File: src/design/vca_pkg.sv
// ----------------------------------------------------------------------------
// Voice channel allocator package
// Shared sizes, note constants and the sequencer state type.
// ----------------------------------------------------------------------------
package vca_pkg;

  // Number of synthesizer channels held in the block.
  localparam int unsigned NUM_CH = 9;
  localparam int unsigned CH_W   = $clog2(NUM_CH);
  localparam int unsigned CNT_W  = $clog2(NUM_CH + 1);

  // Field widths of the command and result ports.
  localparam int unsigned NOTE_W  = 7;
  localparam int unsigned TIME_W  = 32;
  localparam int unsigned CFG_W   = 4;
  localparam int unsigned CHAN_W  = 4;
  localparam int unsigned BLOCK_W = 3;
  localparam int unsigned SCALE_W = 5;
  localparam int unsigned MASK_W  = 9;

  // Highest note that may key on, and the octave layout of the pitch table.
  localparam logic [NOTE_W-1:0] KEY_ON_MAX = NOTE_W'(114);
  localparam logic [NOTE_W-1:0] NOTE_BASE  = NOTE_W'(19);
  localparam int unsigned       OCT_LEN    = 12;

  // Divide by twelve: multiply by 171 and shift right by 11 (exact for 0..95).
  localparam int unsigned RECIP       = 171;
  localparam int unsigned RECIP_W     = 8;
  localparam int unsigned RECIP_SHIFT = 11;

  localparam logic CFG_RESET_HI = 1'b1;
  localparam logic [CFG_W-1:0] CFG_RESET = CFG_W'(9);

  // Event kinds.
  localparam logic KIND_ON  = 1'b0;
  localparam logic KIND_OFF = 1'b1;

  typedef enum logic [2:0] {
    ST_IDLE  = 3'b001,
    ST_SCAN  = 3'b010,
    ST_WRITE = 3'b100
  } state_e;

endpackage

File: src/design/voice_channel_allocator_unit.sv
// ----------------------------------------------------------------------------
// Voice channel allocator
// Assigns synthesizer channels to note-on items and releases them on
// note-off items, with one scan over the channels per item.
// ----------------------------------------------------------------------------
//
//  channel   | direction | handshake                  | payload
//  ----------+-----------+----------------------------+-------------------------------
//  command   | in        | start_i, busy_o            | kind_i, note_i, now_i
//  result    | out       | result_valid_o (strobe)    | channel_o, key_on_o, block_o,
//            |           |                            | scale_index_o, off_mask_o
//  config    | in        | cfg_valid_i, cfg_ready_o   | cfg_data_i (channels_in_use)
//
// Steps: after the accepting edge the scan visits n = min(channels_in_use,
// NUM_CH) channels, one per cycle, through the single shared time/note
// comparator; an end step then ends the scan, the write state commits the
// chosen channel, and the result strobe is registered from the write state.
// The result strobe lasts one cycle and overlaps the idle state, so a new item
// can be taken while it is shown.
// Reset clears all channel state and sets channels_in_use to nine. The result
// receiver cannot stall; cfg_ready_o is always high.

module voice_channel_allocator_unit
  import vca_pkg::*;
(
  input  logic                 clk_i,
  input  logic                 rst_ni,
  // command
  input  logic                 start_i,
  output logic                 busy_o,
  input  logic                 kind_i,
  input  logic [NOTE_W-1:0]    note_i,
  input  logic [TIME_W-1:0]    now_i,
  // result
  output logic                 result_valid_o,
  output logic [CHAN_W-1:0]    channel_o,
  output logic                 key_on_o,
  output logic [BLOCK_W-1:0]   block_o,
  output logic [SCALE_W-1:0]   scale_index_o,
  output logic [MASK_W-1:0]    off_mask_o,
  // configuration
  input  logic                 cfg_valid_i,
  output logic                 cfg_ready_o,
  input  logic [CFG_W-1:0]     cfg_data_i
);

  // Per-channel state, one register set per channel.
  logic              sounding_q [NUM_CH];
  logic [NOTE_W-1:0] held_q     [NUM_CH];
  logic [TIME_W-1:0] time_q     [NUM_CH];

  state_e            state_q, state_d;
  logic [CFG_W-1:0]  cfg_q;

  // Latched item.
  logic              kind_q;
  logic [NOTE_W-1:0] note_q;
  logic [TIME_W-1:0] now_q;

  // Scan registers.
  logic [CNT_W-1:0]  cnt_q, act_q;
  logic [TIME_W-1:0] best_on_t_q, best_off_t_q;
  logic [CH_W-1:0]   best_on_q, best_off_q;
  logic              have_on_q, have_off_q;
  logic [NUM_CH-1:0] mask_q;

  // Result registers.
  logic               res_valid_q;
  logic [CHAN_W-1:0]  res_chan_q;
  logic               res_key_q;
  logic [BLOCK_W-1:0] res_block_q;
  logic [SCALE_W-1:0] res_scale_q;
  logic [MASK_W-1:0]  res_mask_q;

  // Active channel count, saturated to the number held.
  logic [31:0]      cfg_ext;
  logic [CNT_W-1:0] act_n;

  always_comb begin
    cfg_ext = 32'(cfg_q);
    act_n   = (cfg_ext > 32'(NUM_CH)) ? CNT_W'(NUM_CH) : CNT_W'(cfg_ext);
  end

  // Shared comparator: looks at the channel under the scan counter.
  logic [CH_W-1:0]   scan_idx;
  logic              scan_end;
  logic              cur_snd;
  logic [TIME_W-1:0] cur_time;
  logic [TIME_W-1:0] cmp_ref;
  logic              older;
  logic              note_hit;

  always_comb begin
    scan_idx = cnt_q[CH_W-1:0];
    scan_end = (cnt_q == act_q);
    cur_snd  = sounding_q[scan_idx];
    cur_time = time_q[scan_idx];
    cmp_ref  = cur_snd ? best_on_t_q : best_off_t_q;
    older    = (cur_time < cmp_ref);
    note_hit = (held_q[scan_idx] == note_q);
  end

  // Channel chosen for a note on: longest released, else longest sounding,
  // else channel zero.
  logic [CH_W-1:0] pick;

  always_comb begin
    if (have_off_q) begin
      pick = best_off_q;
    end else if (have_on_q) begin
      pick = best_on_q;
    end else begin
      pick = '0;
    end
  end

  // Pitch mapping for the latched note.
  logic [NOTE_W-1:0]          note_ofs;
  logic [NOTE_W+RECIP_W-1:0]  quot_prod;
  logic [BLOCK_W-1:0]         oct;
  logic [NOTE_W-1:0]          rem;
  logic                       key_ok;
  logic [BLOCK_W-1:0]         blk_val;
  logic [SCALE_W-1:0]         scl_val;

  always_comb begin
    note_ofs  = note_q - NOTE_BASE;
    quot_prod = (NOTE_W+RECIP_W)'(note_ofs) * (NOTE_W+RECIP_W)'(RECIP);
    oct       = quot_prod[RECIP_SHIFT +: BLOCK_W];
    rem       = note_ofs - NOTE_W'(oct) * NOTE_W'(OCT_LEN);
    key_ok    = (note_q <= KEY_ON_MAX);
    if (!key_ok) begin
      blk_val = '0;
      scl_val = '0;
    end else if (note_q < NOTE_BASE) begin
      blk_val = '0;
      scl_val = note_q[SCALE_W-1:0];
    end else begin
      blk_val = oct;
      scl_val = SCALE_W'(rem) + SCALE_W'(NOTE_BASE);
    end
  end

  // Sequencer.
  always_comb begin
    state_d = state_q;
    case (state_q)
      ST_IDLE:  if (start_i) state_d = ST_SCAN;
      ST_SCAN:  if (scan_end) state_d = ST_WRITE;
      ST_WRITE: state_d = ST_IDLE;
      default:  state_d = ST_IDLE;
    endcase
  end

  always_ff @(posedge clk_i or negedge rst_ni) begin
    if (!rst_ni) begin
      state_q <= ST_IDLE;
    end else begin
      state_q <= state_d;
    end
  end

  // Configuration register.
  always_ff @(posedge clk_i or negedge rst_ni) begin
    if (!rst_ni) begin
      cfg_q <= CFG_RESET;
    end else if (cfg_valid_i && cfg_ready_o) begin
      cfg_q <= cfg_data_i;
    end
  end

  // Item latch and scan bookkeeping.
  always_ff @(posedge clk_i) begin
    case (state_q)
      ST_IDLE: begin
        // Latch the item and seed the search with the event time.
        if (start_i) begin
          kind_q       <= kind_i;
          note_q       <= note_i;
          now_q        <= now_i;
          act_q        <= act_n;
          cnt_q        <= '0;
          best_on_t_q  <= now_i;
          best_off_t_q <= now_i;
          best_on_q    <= '0;
          best_off_q   <= '0;
          have_on_q    <= 1'b0;
          have_off_q   <= 1'b0;
          mask_q       <= '0;
        end
      end
      ST_SCAN: begin
        if (!scan_end) begin
          cnt_q <= cnt_q + CNT_W'(1);
          if (kind_q == KIND_ON) begin
            if (older) begin
              if (cur_snd) begin
                best_on_t_q <= cur_time;
                best_on_q   <= scan_idx;
                have_on_q   <= 1'b1;
              end else begin
                best_off_t_q <= cur_time;
                best_off_q   <= scan_idx;
                have_off_q   <= 1'b1;
              end
            end
          end else if (note_hit) begin
            mask_q[scan_idx] <= 1'b1;
          end
        end
      end
      default: ;
    endcase
  end

  // Channel state: release during a note-off scan, claim at note-on commit.
  always_ff @(posedge clk_i or negedge rst_ni) begin
    if (!rst_ni) begin
      for (int i = 0; i < NUM_CH; i++) begin
        sounding_q[i] <= 1'b0;
        held_q[i]     <= '0;
        time_q[i]     <= '0;
      end
    end else begin
      if (state_q == ST_SCAN && !scan_end && kind_q == KIND_OFF && note_hit) begin
        sounding_q[scan_idx] <= 1'b0;
        time_q[scan_idx]     <= now_q;
      end
      if (state_q == ST_WRITE && kind_q == KIND_ON) begin
        sounding_q[pick] <= 1'b1;
        held_q[pick]     <= note_q;
        time_q[pick]     <= now_q;
      end
    end
  end

  // Result strobe.
  always_ff @(posedge clk_i or negedge rst_ni) begin
    if (!rst_ni) begin
      res_valid_q <= 1'b0;
    end else begin
      res_valid_q <= (state_q == ST_WRITE);
    end
  end

  // Result payload, truncated to the port widths.
  logic [31:0] pick_ext, mask_ext;

  always_comb begin
    pick_ext = 32'(pick);
    mask_ext = 32'(mask_q);
  end

  always_ff @(posedge clk_i) begin
    if (state_q == ST_WRITE) begin
      if (kind_q == KIND_ON) begin
        res_chan_q  <= pick_ext[CHAN_W-1:0];
        res_key_q   <= key_ok;
        res_block_q <= blk_val;
        res_scale_q <= scl_val;
        res_mask_q  <= '0;
      end else begin
        res_chan_q  <= '0;
        res_key_q   <= 1'b0;
        res_block_q <= '0;
        res_scale_q <= '0;
        res_mask_q  <= mask_ext[MASK_W-1:0];
      end
    end
  end

  assign busy_o         = (state_q != ST_IDLE);
  assign cfg_ready_o    = CFG_RESET_HI;
  assign result_valid_o = res_valid_q;
  assign channel_o      = res_chan_q;
  assign key_on_o       = res_key_q;
  assign block_o        = res_block_q;
  assign scale_index_o  = res_scale_q;
  assign off_mask_o     = res_mask_q;

endmodule
File: config.mk
export PLATFORM = sky130hd
export DESIGN_NAME = voice_channel_allocator_unit
export DESIGN_NICKNAME = d
export VERILOG_FILES = /design/src/design/vca_pkg.sv /design/src/design/voice_channel_allocator_unit.sv
export SDC_FILE = /design/constraint.sdc
export NUM_CORES = 1
export LEC_CHECK = 0
export BUFFER_PORTS_ARGS = -buffer_cell sky130_fd_sc_hd__buf_2
export CORE_UTILIZATION = 65
export CTS_CLUSTER_SIZE = 12
export DETAILED_ROUTE_END_ITERATION = 10
export PLACE_DENSITY = 0.83
export SLEW_MARGIN = 20
export SYNTH_ARGS = -nofsm -noshare
export SYNTH_HDL_FRONTEND = slang
export SYNTH_SLANG_ARGS = --single-unit
File: constraint.sdc
create_clock -name clk_i -period 12 [get_ports clk_i]
set_input_delay 2.4 -clock clk_i [delete_from_list [all_inputs] [get_ports clk_i]]
set_output_delay 2.4 -clock clk_i [all_outputs]
set_load 0.01 [all_outputs]
==> results of run 1 <==
## final timing paths
path	from	end	slack [ns]	depth (start not counted)
max in group asynchronous	rst_ni	time_q[145]	7.80	3
max reg2reg	note_q[0]	scale_index_o[4]	4.94	24
max	note_q[0]	scale_index_o[4]	4.94	24
min in group asynchronous	rst_ni	held_q[0]	1.91	1
min reg2reg	held_q[14]	held_q[14]	0.49	2
min	held_q[14]	held_q[14]	0.49	2
## per-layer routing
metal	part of all wire, %	global-route usage, %	routed length, um	vias up
met5	0	0	0	-
met3	5.9	4.33	3460	161
met1	41	40.9	24300	8201
met2	49	51.2	28800	543
li1	-	-	-	7053
met4	3.8	12.7	2210	0
## state kept, by name, summed over array words and instances (netlist names)
| name | count |
|---|---|
| time_q | 288 |
| held_q | 63 |
| best_off_t_q | 32 |
| best_on_t_q | 32 |
| now_q | 32 |
| mask_q | 9 |
| off_mask_o | 9 |
| sounding_q | 9 |
| note_q | 7 |
| scale_index_o | 5 |
| act_q | 4 |
| best_off_q | 4 |
| best_on_q | 4 |
| cfg_q | 4 |
| channel_o | 4 |
| cnt_q | 4 |
| block_o | 3 |
| state_q | 3 |
| have_off_q | 1 |
| have_on_q | 1 |
| key_on_o | 1 |
| kind_q | 1 |
| result_valid_o | 1 |
## placed cells by master, fill, tap and decap left out, types with 9 or more instances in the layout
master / synthesis / final
nand3_1: 9 / 9
edfxtp_1: 153 / 153
a21oi_1: 93 / 92
fa_1: 10 / 10
mux2_4: 90 / 90
ha_1: 76 / 76
a31oi_1: 11 / 11
clkbuf_1: 54 / 29
o21ai_0: 54 / 54
a21o_1: 16 / 16
nor3_1: 10 / 9
dfrtp_1: 365 / 365
clkbuf_16: 0 / 53
buf_2: 29 / 70
o22ai_1: 35 / 35
inv_1: 32 / 32
xor2_1: 12 / 12
nor2b_1: 13 / 12
nand2_1: 154 / 154
mux2i_1: 158 / 158
buf_4: 9 / 32
nor2_1: 104 / 104
mux2_2: 284 / 284
and2_1: 14 / 14
xnor2_1: 12 / 12
## worst max-delay path, cell delays in order, from the launching register on
cell and delay, ns:
edfxtp_1 0.63, clkinv_1 0.44, o21ai_0 0.37, nand2_1 0.11, xor2_1 0.45, ha_1 0.24, inv_1 0.05, fa_1 0.56
fa_1 0.43, fa_1 0.48, inv_1 0.04, ha_1 0.29, a211oi_1 0.23, a21oi_1 0.17, a21oi_1 0.30, xnor2_1 0.13
ha_1 0.28, inv_1 0.04, ha_1 0.28, ha_1 0.32, a21oi_1 0.17, xnor2_1 0.14, xnor3_1 0.26, and3b_1 0.21
nor4_1 0.24
## power groups by stage
stage                     Combinational (W)  Clock (W)  Sequential, W
final                               0.00253    0.00153        0.00232
after global routing                0.00285    0.00161        0.00234
after CTS                           0.00254    0.00155        0.00231
after detailed placement            0.00250          0        0.00234
after global placement              0.00241          0        0.00232
after floorplan                     0.00193          0        0.00228
## area by class of cell
class                           count  area [um2]  share of cell area (%)
Multi-Input combinational cell   1256       10900                    39.5
Tap cell                          518         648                    2.34
Clock buffer                       87        1500                    5.42
Sequential cell                   521       13800                    49.8
Timing Repair Buffer              105         637                    2.30
Inverter                           36         135                   0.487
Clock inverter                      6        57.6                   0.208
## metrics by stage
step	worst slack, ns	hold WS, ns	total power, W	cell area (um2)
3_5_place_dp	5.03	0.477	0.00484	26200
5_1_grt	4.27	0.503	0.00680	27700
2_1_floorplan	5.12	0.449	0.00420	25400
3_3_place_gp	5.28	0.468	0.00474	26200
4_1_cts	4.91	0.491	0.00639	27700
6_report	4.94	0.489	0.00637	27700
## cells by family after synthesis
family	after synthesis	synth area share [%]
buffers and inverters	150	2.90
other	1	0.0147
DFF	521	54.3
xor gates and xnor gates	27	1.04
AOI/OAI and AO/OA	261	6.74
muxes	539	24.5
and+or+nand+nor	342	5.95
adders and majority gates	86	4.53
==> metrics, run 1 <==
row count=72; CTS sink count=521; core area=38600 um2; die span in y=200 um; sw frac=36.4%; htree depth=2; P_sw=0.00232 W; post-synthesis cell type count=72; #FFs+latches synth=521; Reg clk slew, reported paths=0.06 ns; fin crit period=7.06 ns; ranking of synthesized cells by area=dfrtp_1 36%, edfxtp_1 18%, mux2_2 13%; Peak supply drop=0.416 mV; vias per cell=6.31; P&R area growth vs syn=9.06%; sequential power share=36.4%; Initial Util=65.8%; detailed placement HPWL=34.0 mm; crit path kind=flip-flop to flip-flop; Worst Path Max Fanout=11; Slew @ Worst Pin=1.08 ns; Post-Syn Area=25400 um2; Final Core Density=71.7%; most frequent cell after synthesis=dfrtp_1; FFs w/ async S/R, synth=70.6%; clock root buffer=clkbuf_16; post-detailed-route DRC marker count=0; post-synth top area cell=dfrtp_1; CTS tree=built; Final Setup Violations=0; fill cell count=2505; n_diodes=0; Num CTS Buffers=52; routability cong.=0.838; max cap viols=0; Hold Buf Count CTS=0; GRT Total Usage=30.8%; RSZ-0062 raised after global routing=no; syn nets=2061; Seq/Total Area, Yosys=54.3%; outcome=finished, final reports clean; critical path launch point type=flip-flop; Routed Wire Length=58.8 mm; Worst Path Required=12.39 ns; length of the first detailed-routing pass in iterations=5; number of I/O pins=73; Die ar.=39900 um2; vias in the first global route=16.7k; later-pin clock latency in the skew report=0.59 ns; Finished Layout Cells=2529; NumNets Final=2106; Syn Area/Cell=13.2 um2; Initial DRC Count=1250; synth warn=0; IO buf count=71; synth cell count leaders=365 x dfrtp_1, 284 x mux2_2, 158 x mux2i_1; number of routed nets with antenna violations=0; top_reg_cell synth=dfrtp_1; Worst setup EP type=flip-flop; initial antenna violation count=0; Synth Instances=1927; gr ovfl total=0; Slew HR=28.2%; power share of the combinational group=39.7%; Int Pwr=0.00405 W; Placed Instances=2436; Clock Power Share=24.0%; Final period util=58.8%; PwrDens=230 nW/um2; largest net degree at the start of global routing=121; deepest clock path buffer count=3; Post-CTS Setup Repair Bufs=0; standby leakage power=13.2 nW; critical path arrival=7.44 ns; first-pass GRT wire length=93.4 mm; share of cells above drive strength 1=28.7%; Hold Crit Class=flip-flop to flip-flop; die width=200 um; share of the synthesized area in the top cell type=35.9%; vias after detailed routing=16.0k; setup TNS=0 ns; Final Slew Violations=0; WL/cell=23.3 um; Post-synth EDFFs=153; fmax=0.142 GHz; Clock Skews=0.0166 ns; endpoints failing hold=0; post-CTS sizing=0
Power figures use the tool's default switching activity.
==> run 2: changes to the inputs <==
--- a/config.mk
+++ b/config.mk
@@ -5,11 +5,12 @@
 export SDC_FILE = /design/constraint.sdc
 export NUM_CORES = 1
 export LEC_CHECK = 0
+export ABC_AREA = 1
 export BUFFER_PORTS_ARGS = -buffer_cell sky130_fd_sc_hd__buf_2
-export CORE_UTILIZATION = 65
+export CORE_UTILIZATION = 63
 export CTS_CLUSTER_SIZE = 12
 export DETAILED_ROUTE_END_ITERATION = 10
-export PLACE_DENSITY = 0.83
+export PLACE_DENSITY = 0.8
 export SLEW_MARGIN = 20
 export SYNTH_ARGS = -nofsm -noshare
 export SYNTH_HDL_FRONTEND = slang
==> constraint.sdc (replaced) <==
create_clock -name clk_i -period 6.75 [get_ports clk_i]
set_input_delay 1.35 -clock clk_i [delete_from_list [all_inputs] [get_ports clk_i]]
set_output_delay 1.35 -clock clk_i [all_outputs]
set_load 0.01 [all_outputs]
==> metrics, run 2 <==
fin crit period=6.37 ns; die span in y=203 um; Slew @ Worst Pin=1.12 ns; Clock Skews=0.0176 ns; post-synthesis cell type count=48; syn nets=3040; fmax=0.157 GHz; post-detailed-route DRC marker count=0; n_diodes=0; gr ovfl total=0; number of routed nets with antenna violations=0; leading cell type in the layout, fill and taps excluded=nand2_1; WL/cell=21.2 um; synth cell count leaders=866 x nand2_1, 365 x dfrtp_1, 313 x nand3_1; FFs w/ async S/R, synth=70.6%; Syn Area/Cell=8.74 um2; Design Power=0.0124 W; Peak supply drop=0.577 mV; vias per cell=6.25; largest reg by FF count=time_q; PwrDens=450 nW/um2; detailed placement HPWL=40.3 mm; GRT Total Usage=35.8%; crit path kind=flip-flop to flip-flop; core area=39700 um2; largest net degree at the start of global routing=156; Crit path max-delay family=adder cells; setup TNS=0 ns; max cap viols=0; top_reg_cell synth=dfrtp_1; CTS tree=built; share of cells above drive strength 1=8.40%; Critical Path Most Common Cell=nand2_1; Reg clk slew, reported paths=0.06 ns; Final Setup Violations=0; NumNets Final=2994; CTS sink count=521; critical path arrival=6.74 ns; Post-Syn Area=25400 um2; post-route cell area=27600 um2; critical path's slowest cell=fa_1; Die ar.=41100 um2; Worst Path Max Fanout=5; number of flip-flops under the largest register name=288; Seq/Total Area, Yosys=54.4%; number of I/O pins=73; die width=203 um; Worst Path Required=7.12 ns; endpoints failing hold=0; synth warn=0; standby leakage power=13.8 nW; post-synth top area cell=dfrtp_1; row count=73; Routed Wire Length=72.7 mm; deepest clock path buffer count=3; Slew HR=25.4%; hold_sp=sounding_q[4]; routability cong.=0.870; critical path launch point type=flip-flop; slowest stage delay, CP=0.51 ns; initial antenna violation count=0; Initial DRC Count=2910; vias after detailed routing=21.4k; P&R area growth vs syn=8.49%; htree depth=2; Post-synth EDFFs=153; most frequent cell after synthesis=nand2_1; IO buf count=71; ranking of synthesized cells by area=dfrtp_1 36%, edfxtp_1 18%, nand2_1 13%; DP Area=25800 um2; vias in the first global route=20.8k; Final period util=94.4%; later-pin clock latency in the skew report=0.62 ns; share of the synthesized area in the top cell type=36.0%; most frequent cells in the layout=864 x nand2_1, 365 x dfrtp_1, 312 x nand3_1, 304 x nor2_1, 221 x o21ai_0; Num CTS Buffers=55; outcome=finished, final reports clean; #FFs+latches synth=521; clock root buffer=clkbuf_16; CP startpoint=note_q[0]; length of the first detailed-routing pass in iterations=6; FF-to-FF Start=note_q[0]; Synth Instances=2906; Final Slew Violations=0; Hold Buf Count CTS=0; Worst setup EP type=flip-flop; first-pass GRT wire length=114 mm; top flop regs=time_q (288), held_q (63); Hold Crit Class=flip-flop to flip-flop; Bufs and invs on worst path=5; Initial Util=63.9%
[run 2: worst register-to-register path, delay by kind of cell, from the launching register on]
family	cells	cell delay, ns
xor+xnor	2	0.53
buf+inv	5	0.26
flops	1	0.48
fa+ha+maj	9	3.25
simple gates	10	0.81
compound gates	4	0.80
[run 2: path summary, 6_finish.rpt]
check,endpoint,cells after the start,slack [ns]
worst min register to register,sounding_q[4],2,0.48
max in group asynchronous,time_q[119],2,4.78
worst max-delay path,scale_index_o[4],30,0.38
min in group asynchronous,cfg_q[1],1,0.68
worst max register to register,scale_index_o[4],30,0.38
worst min-delay path,sounding_q[4],2,0.48
[run 2: power breakdown]
group | switching [W] | total, W | internal (W) | leakage (nW)
sequential | 0.000272 | 0.00408 | 0.00381 | 6.57
combinational | 0.00347 | 0.00543 | 0.00197 | 6.41
clock | 0.00126 | 0.00290 | 0.00164 | 0.838
[run 2: cell families after synthesis]
| family | share of synthesized area [%] |
|---|---|
| flip-flops | 54.4 |
| other | 0.0148 |
| buffers and inverters | 5.59 |
| multiplexers | 1.27 |
| adder cells (fa/ha/maj) | 4.53 |
| AND/OR/NAND/NOR | 25.7 |
| AO/OA/AOI/OAI | 8.01 |
| XOR/XNOR | 0.517 |
[run 2: routing by layer]
layer / GRT usage (%) / share of wire (%) / wire, um
met5: 0 / 0 / 0
met4: 17.3 / 4.1 / 2990
met3: 7.67 / 12 / 8630
met2: 55.5 / 46 / 33500
met1: 48.4 / 38 / 27600
[run 2: timing repair]
item                                    CTS  global route
endpoints found under the setup margin    0             1
setup buffers                             0             9
resized for setup                         0             7
[run 2: layout make-up]
type / count / area (um2)
well taps: 525 / 657
inverters: 100 / 388
repair buffers: 115 / 749
multi-input cells: 2067 / 10200
flip-flops and latches: 521 / 13800
clock buffers: 86 / 1620
clock inverters: 15 / 95.1
fillers: 3015 / 12200
[run 2: per-stage QoR]
step,hold WS (ns),cells,setup slack (ns),utilization [%]
after floorplan,0.442,2906,0.253,-
after global placement,0.453,3319,0.412,64.8
after detailed placement,0.458,3319,0.249,64.8
after CTS,0.474,3420,0.188,69.1
after global routing,0.503,3429,-0.0232,69.4
final,0.478,3429,0.378,69.4
